**config.mk**
```make
export PLATFORM = sky130hd
export DESIGN_NAME = bpmq_cell
export DESIGN_NICKNAME = d
export VERILOG_FILES = /design/src/rtl/core/bucketed_priority_message_queue_top_macros.svh /design/src/rtl/core/bpmq_pkg.sv /design/src/rtl/core/bpmq_cell.sv
export SDC_FILE = /design/constraint.sdc
export NUM_CORES = 1
export LEC_CHECK = 0
export ABC_AREA = 0
export BUFFER_PORTS_ARGS = -buffer_cell sky130_fd_sc_hd__buf_4
export CAP_MARGIN = 25
export CORE_MARGIN = 8
export CORE_UTILIZATION = 47
export CTS_BUF_LIST = sky130_fd_sc_hd__clkbuf_16
export DETAILED_ROUTE_END_ITERATION = 10
export HOLD_SLACK_MARGIN = 0.03
export PLACE_DENSITY = 0.92
export SLEW_MARGIN = 20
export SYNTH_ARGS = -nofsm -noshare
export SYNTH_HDL_FRONTEND = slang
export SYNTH_SLANG_ARGS = --single-unit
```
**constraint.sdc**
```tcl
create_clock -name clk -period 12 [get_ports clk]
set_input_delay 1.2 -clock clk [delete_from_list [all_inputs] [get_ports clk]]
set_output_delay 1.2 -clock clk [all_outputs]
set_load 0.02 [all_outputs]
```
**src/rtl/core/bucketed_priority_message_queue_top_macros.svh**
```systemverilog
// ----------------------------------------------------------------------------
// bucketed priority message queue assertion macros
// concurrent checks clocked on clk, disabled during rst
// ----------------------------------------------------------------------------
`ifndef BUCKETED_PRIORITY_MESSAGE_QUEUE_TOP_MACROS_SVH
`define BUCKETED_PRIORITY_MESSAGE_QUEUE_TOP_MACROS_SVH

`ifndef SYNTHESIS

`define BPMQ_ASSERT(lbl, prop, msg) \
  lbl: assert property (@(posedge clk) disable iff (rst) prop) else $error(msg);

`define BPMQ_NEVER(lbl, expr, msg) \
  lbl: assert property (@(posedge clk) disable iff (rst) !(expr)) else $error(msg);

`else

`define BPMQ_ASSERT(lbl, prop, msg)

`define BPMQ_NEVER(lbl, expr, msg)

`endif

`endif

```
**src/rtl/core/bpmq_pkg.sv**
```systemverilog
// ----------------------------------------------------------------------------
// bpmq_pkg
// shared constants, types and key encoding for the bucketed priority queue
// ----------------------------------------------------------------------------
package bpmq_pkg;

  localparam int CAPACITY    = 64;
  localparam int HANDLE_BITS = 32;
  localparam int STORE_W     = (HANDLE_BITS < 32) ? HANDLE_BITS : 32;
  localparam int CNT_W       = $clog2(CAPACITY + 1);
  localparam int KEY_W       = 34;

  localparam logic [31:0] PRIO_BIAS = 32'h8000_0000;

  localparam logic OP_ENQ = 1'b0;
  localparam logic OP_DEQ = 1'b1;

  localparam logic [1:0] STRAT_FIFO  = 2'd0;
  localparam logic [1:0] STRAT_LIFO  = 2'd1;
  localparam logic [1:0] STRAT_IFIFO = 2'd2;
  localparam logic [1:0] STRAT_ILIFO = 2'd3;

  localparam logic [1:0] CLS_NEG   = 2'd0;
  localparam logic [1:0] CLS_ZERO  = 2'd1;
  localparam logic [1:0] CLS_POS   = 2'd2;
  localparam logic [1:0] CLS_EMPTY = 2'd3;

  typedef logic [KEY_W-1:0]   key_t;
  typedef logic [STORE_W-1:0] handle_t;
  typedef logic [CNT_W-1:0]   count_t;

  typedef struct packed {
    key_t    key;
    handle_t handle;
  } entry_t;

  typedef struct packed {
    logic   enq;
    logic   deq;
    logic   front;
    entry_t ent;
  } cell_cmd_t;

  function automatic key_t make_key(logic [1:0] strategy, logic [31:0] prio);
    logic [31:0] biased;
    key_t        key;
    biased = prio ^ PRIO_BIAS;
    case (strategy) inside
      STRAT_FIFO, STRAT_LIFO: key = {CLS_ZERO, 32'd0};
      default:                key = {(biased[31] ? CLS_POS : CLS_NEG), biased};
    endcase
    return key;
  endfunction

  function automatic logic is_front(logic [1:0] strategy);
    logic f;
    case (strategy) inside
      STRAT_LIFO, STRAT_ILIFO: f = 1'b1;
      default:                 f = 1'b0;
    endcase
    return f;
  endfunction

endpackage

```
**src/rtl/core/bpmq_cell.sv**
```systemverilog
// ----------------------------------------------------------------------------
// bpmq_cell
// one slot of the sorted chain: holds an entry, compares against the new key,
// shifts toward the tail on insert and toward the head on removal
// ----------------------------------------------------------------------------
module bpmq_cell
  import bpmq_pkg::*;
(
  input  logic      clk,
  input  logic      occ,
  input  cell_cmd_t cmd,
  input  logic      left_ins,
  input  entry_t    left_ent,
  input  entry_t    right_ent,
  output logic      ins,
  output entry_t    ent
);

  logic ge;
  logic gt;

  assign ge  = ent.key >= cmd.ent.key;
  assign gt  = ent.key > cmd.ent.key;
  assign ins = !occ || (cmd.front ? ge : gt);

  always_ff @(posedge clk) begin
    if (cmd.enq) begin
      if (left_ins) begin
        ent <= left_ent;
      end else if (ins) begin
        ent <= cmd.ent;
      end
    end else if (cmd.deq) begin
      ent <= right_ent;
    end
  end

endmodule

```
# ---- After elaboration in Yosys (flattened, before gate mapping)
# Cells that the tools add are included.
dict set report word_totals {
  word_cells 14
  regBits 66
}
dict set report classes {
  reduce_logical 4
  n_lt_le_gt_ge 2
  eq_ne 1
  n_mux 5
}
# cell n
set ops {}
lappend ops {{66-bit 2-to-1 mux} 4}
lappend ops {{34-bit greater-or-equal comparator} 1}
lappend ops {{34-bit greater-than comparator} 1}
lappend ops {{3-bit by 1-bit != test with 1-bit output, second input constant} 1}
lappend ops {{2-bit AND reduction} 1}
lappend ops {{2-bit nonzero test} 1}
lappend ops {{1-bit zero test} 1}
lappend ops {{1-bit logical OR} 1}
lappend ops {{1-bit 2-to-1 mux} 1}

# ---- Logic depth before layout (Yosys ltp)
dict set report depth {
  depth_word 6
  depth_mapped 8
  ltp_nobuf 8
}

# ---- Least setup slack after synthesis
# OpenSTA, ideal clock, no wires.
dict set report synth_path {
  path_kind {input -> register}
  startpoint {input port cmd[64] (netlist bit)}
  endpoint {register ent[0] (netlist bit) (enable)}
  setup_slack_ps 6030
  arrival_ps 5458
  path_stages 7
  n_path_buf 0
  path_cell_list {inv_1 ha_1 nand4_4 nor4_4 nor3b_2 a211oi_1 a21oi_1}
}
dict set report synth_via {
  elab_chain_len 5
  word_cells_on_any_way 6
  cone_classes {order compare: 2; eq/ne: 1; mux: 1; reduce/logical: 2}
}
# item line
set synth_lines {}
lappend synth_lines {{start, declared} bpmq_cell.sv:11} ;# input cell_cmd_t cmd,
lappend synth_lines {{34-bit greater-than comparator / 34-bit greater-or-equal comparator (equally long branches)} {bpmq_cell.sv:23, bpmq_cell.sv:22}}
lappend synth_lines {{1-bit 2-to-1 mux (*)} bpmq_cell.sv:24} ;# assign ins = !occ || (cmd.front ? ge : gt);
lappend synth_lines {{1-bit logical OR (*)} bpmq_cell.sv:24}
lappend synth_lines {{3-bit by 1-bit != test with 1-bit output (no line) (*)} --}
lappend synth_lines {{2-bit AND reduction (no line) (*)} --}
lappend synth_lines {{end signal, assigned} bpmq_cell.sv:29} ;# ent <= left_ent;
lappend synth_lines {{end signal, assigned} bpmq_cell.sv:31} ;# ent <= cmd.ent;
lappend synth_lines {{end signal, assigned} bpmq_cell.sv:34} ;# ent <= right_ent;
lappend synth_lines {{end, declared} bpmq_cell.sv:16} ;# output entry_t ent
# Mark *: on every way between the ends. The rest lies on a longest branch, timed or not.
# A chain may end at the register's enable or synchronous reset.

# ---- Final worst setup path
dict set report layout_path {
  startpoint {input port cmd[41] (netlist bit)}
  endpoint {output port ins}
}
dict set report layout_via {
  elab_chain_len 3
  word_cells_on_any_way 4
  cone_classes {order compare: 2; mux: 1; reduce/logical: 1}
}
# item line
set layout_lines {}
lappend layout_lines {{34-bit greater-than comparator / 34-bit greater-or-equal comparator (equally long branches)} {bpmq_cell.sv:23, bpmq_cell.sv:22}}
lappend layout_lines {{1-bit 2-to-1 mux (*)} bpmq_cell.sv:24}
lappend layout_lines {{1-bit logical OR (*)} bpmq_cell.sv:24}
lappend layout_lines {{end, declared} bpmq_cell.sv:15} ;# output logic ins,
# Marked as above.

==> metrics.txt <==
status finished clean; FF/Latch Area 0.001982 mm2; detailed-router iteration count before antenna repair 4; initial drt markers 212; full die area 0.01239 mm2; number of flip-flops in the largest register 66; Clock transition at path regs 50 ps; H-tree Lvls 3; Min-Delay Path Class primary input to register; met3 WL 1373 um; via count 4149; Final Wtd Congestion 0.8380; Flop pwr share 36.5%; Hold Buf Count CTS 0; vias in the first global route 4518; Max clock buf depth 2; Min-Delay Path Depth 3; CP arrival 3070 ps; post-synthesis cell area 0.004268 mm2; io pins 271; clock share of power 36.6%; final core occ 76.37%; largest net degree at the start of global routing 80; starting density of the core 48.70%; initial antenna violation count 0; FF+latch count, synth 66; final setup vio count 0; root buffer cell clkbuf_16; Num Clock Sinks 66; syn avg cell area 10.23 um2; Distinct cells, synth 29; Comb power frac 26.9%; Detail Route Antenna Nets 0; CP required 10800 ps; Area Growth Syn to Fin 56.82%; worst reg-to-reg path cell count 8; CP max stage cell a211oi_1; first-pass GRT wire length 23050 um; YS warnings 0; RSZ-0062 raised after global routing false; Largest regs ent: 66 flops; Final min period 4268 ps; FILL cells 568; Multi-input gate area 0.002057 mm2; CP delay by family, top compound AO/OA/AOI/OAI gates; FMAX 234.3 MHz; core area 0.008763 mm2; most frequent cells in the layout 273 x buf_4, 81 x a21oi_1, 69 x nor2_1, 66 x mux2i_1, 66 x edfxtp_1; net load switching power 0.0002188 W; Slew Viols, Final 0; Sw Share 27.02%; commonest non-fill, non-tap cell in the layout buf_4; internal power 0.0005909 W; Crit Path Max Fanout 3; cell leakage power 3.312 nW; Post-CTS Setup Repair Bufs 0; critical path launch point type primary input; DR WL/cell 19.09 um; final hold violations 0; Overall Global Routing Usage 23.27%; uppermost layer routed met4; syn nets 655; Ant. Diodes 0; Tcrit/Tclk final 35.57%; die width 111.3 um; clk_lat worst skew 320 ps; Largest Register ent; max-cap viol count 0; share of layout cells above drive strength 1 43.19%; Total Wirelength 15100 um; CP bufs+invs 3; Setup TNS 0 ps; IO buf count 270; critical path class primary input to output pin; Levels on crit path 10; Die H 111.3 um; Final HPWL DP 12540 um; crit-path cells buf_4 > inv_1 > ha_1 > a21oi_1 > o21ai_1 > a221oi_2 > nor3b_2 > a211oi_1 > o21ai_1 > buf_4; CP endpoint kind output pin; GR Overflow Total 0; Rel. slew slack 40.82%; met2 WL 7968 um; drt via density 5.245; actual slew at the worst max-slew pin 885.8 ps; Worst Skew 6.977 ps; met1 WL 5284 um; number of remaining DRC errors 0; power density cells 121.0 mW/mm2; Largest stage delay, worst path 410 ps; CTS buffer count 9; Rows 34; NumNets Final 916; maximum vdd drop 0.09095 mV; sequential fraction of the synthesis area 46.44%; CTS-repair resized insts 0; Cells after Synth 417; CTS tree yes
==> area by class of cell <==
type                            count  area share [%]
Sequential cell                    66           29.61
Clock buffer                        9           3.365
Clock inverter                      7           1.626
Timing Repair Buffer              273           30.62
Tap cell                          108           2.019
Inverter                           36           2.019
Multi-Input combinational cell    292           30.73
==> metrics by stage <==
| step | power (W) | cell area (um2) | hold slack [ps] | instances | setup slack [ps] |
|---|---|---|---|---|---|
| after floorplan | 0.0004058 | 4268 | 1426 | 417 | 6030 |
| after global placement | 0.0005078 | 6359 | 1309 | 775 | 7839 |
| after detailed placement | 0.0005177 | 6359 | 1326 | 775 | 7744 |
| after CTS | 0.0008124 | 6693 | 1197 | 791 | 7775 |
| after global routing | 0.0008433 | 6693 | 1204 | 791 | 7621 |
| final | 0.0008096 | 6693 | 1202 | 791 | 7732 |
==> power by group through the flow <==
stage	sequential [W]	combinational, W	clock (W)
floorplan	0.000329	0.0000773	0
global placement	0.000298	0.000210	0
detailed placement	0.000299	0.000218	0
CTS	0.000295	0.000219	0.000298
global route	0.000297	0.000236	0.000310
finish	0.000295	0.000218	0.000297
==> routing by layer <==
| metal | global-route usage [%] | up-vias |
|---|---|---|
| li1 | - | 2036 |
| met1 | 23.04 | 1865 |
| met2 | 42.39 | 208 |
| met3 | 8.874 | 40 |
| met4 | 9.511 | 0 |
| met5 | 0 | - |
==> kinds of logic after synthesis <==
logic type | Yosys count | share of synthesized area, %
simple gates | 97 | 10.79
compound gates | 95 | 11.70
mux | 66 | 15.48
flops | 66 | 46.44
buf+inv | 59 | 5.629
fa+ha+maj | 34 | 9.968
==> synth_stat cells, drive strengths merged <==
master    n  area, um2
nor3      2      10.01
o2bb2ai   1      8.760
nand3     4      20.02
ha       34      425.4
and3      1      7.510
nor2     69      259.0
clkbuf   10      37.54
a21boi    1      7.510
nor4      2      27.53
a21oi    82      410.4
nand4     8      83.83
o211ai    1      7.510
nand2     9      33.78
nor2b     1      6.260
buf      13      67.56
inv      36      135.1
edfxtp   66       1982
nor3b     1      12.51
a211oi    1      7.510
o21ai     7      35.03
a22oi     1      7.510
a221oi    1      15.01
mux2i    66      660.6
==> worst min-delay path: stages <==
cell	delay, ps
buf_4	80
nor2_1	30
a21oi_1	100
==> worst paths after layout <==
kind                 start  endpoint  slack, ps
max reg2reg        ent[44]   ent[45]       8570
max                cmd[41]       ins       7730
min          right_ent[64]   ent[64]       1200
min reg2reg        ent[33]   ent[34]       1340
(Power assumes the default switching activity.)
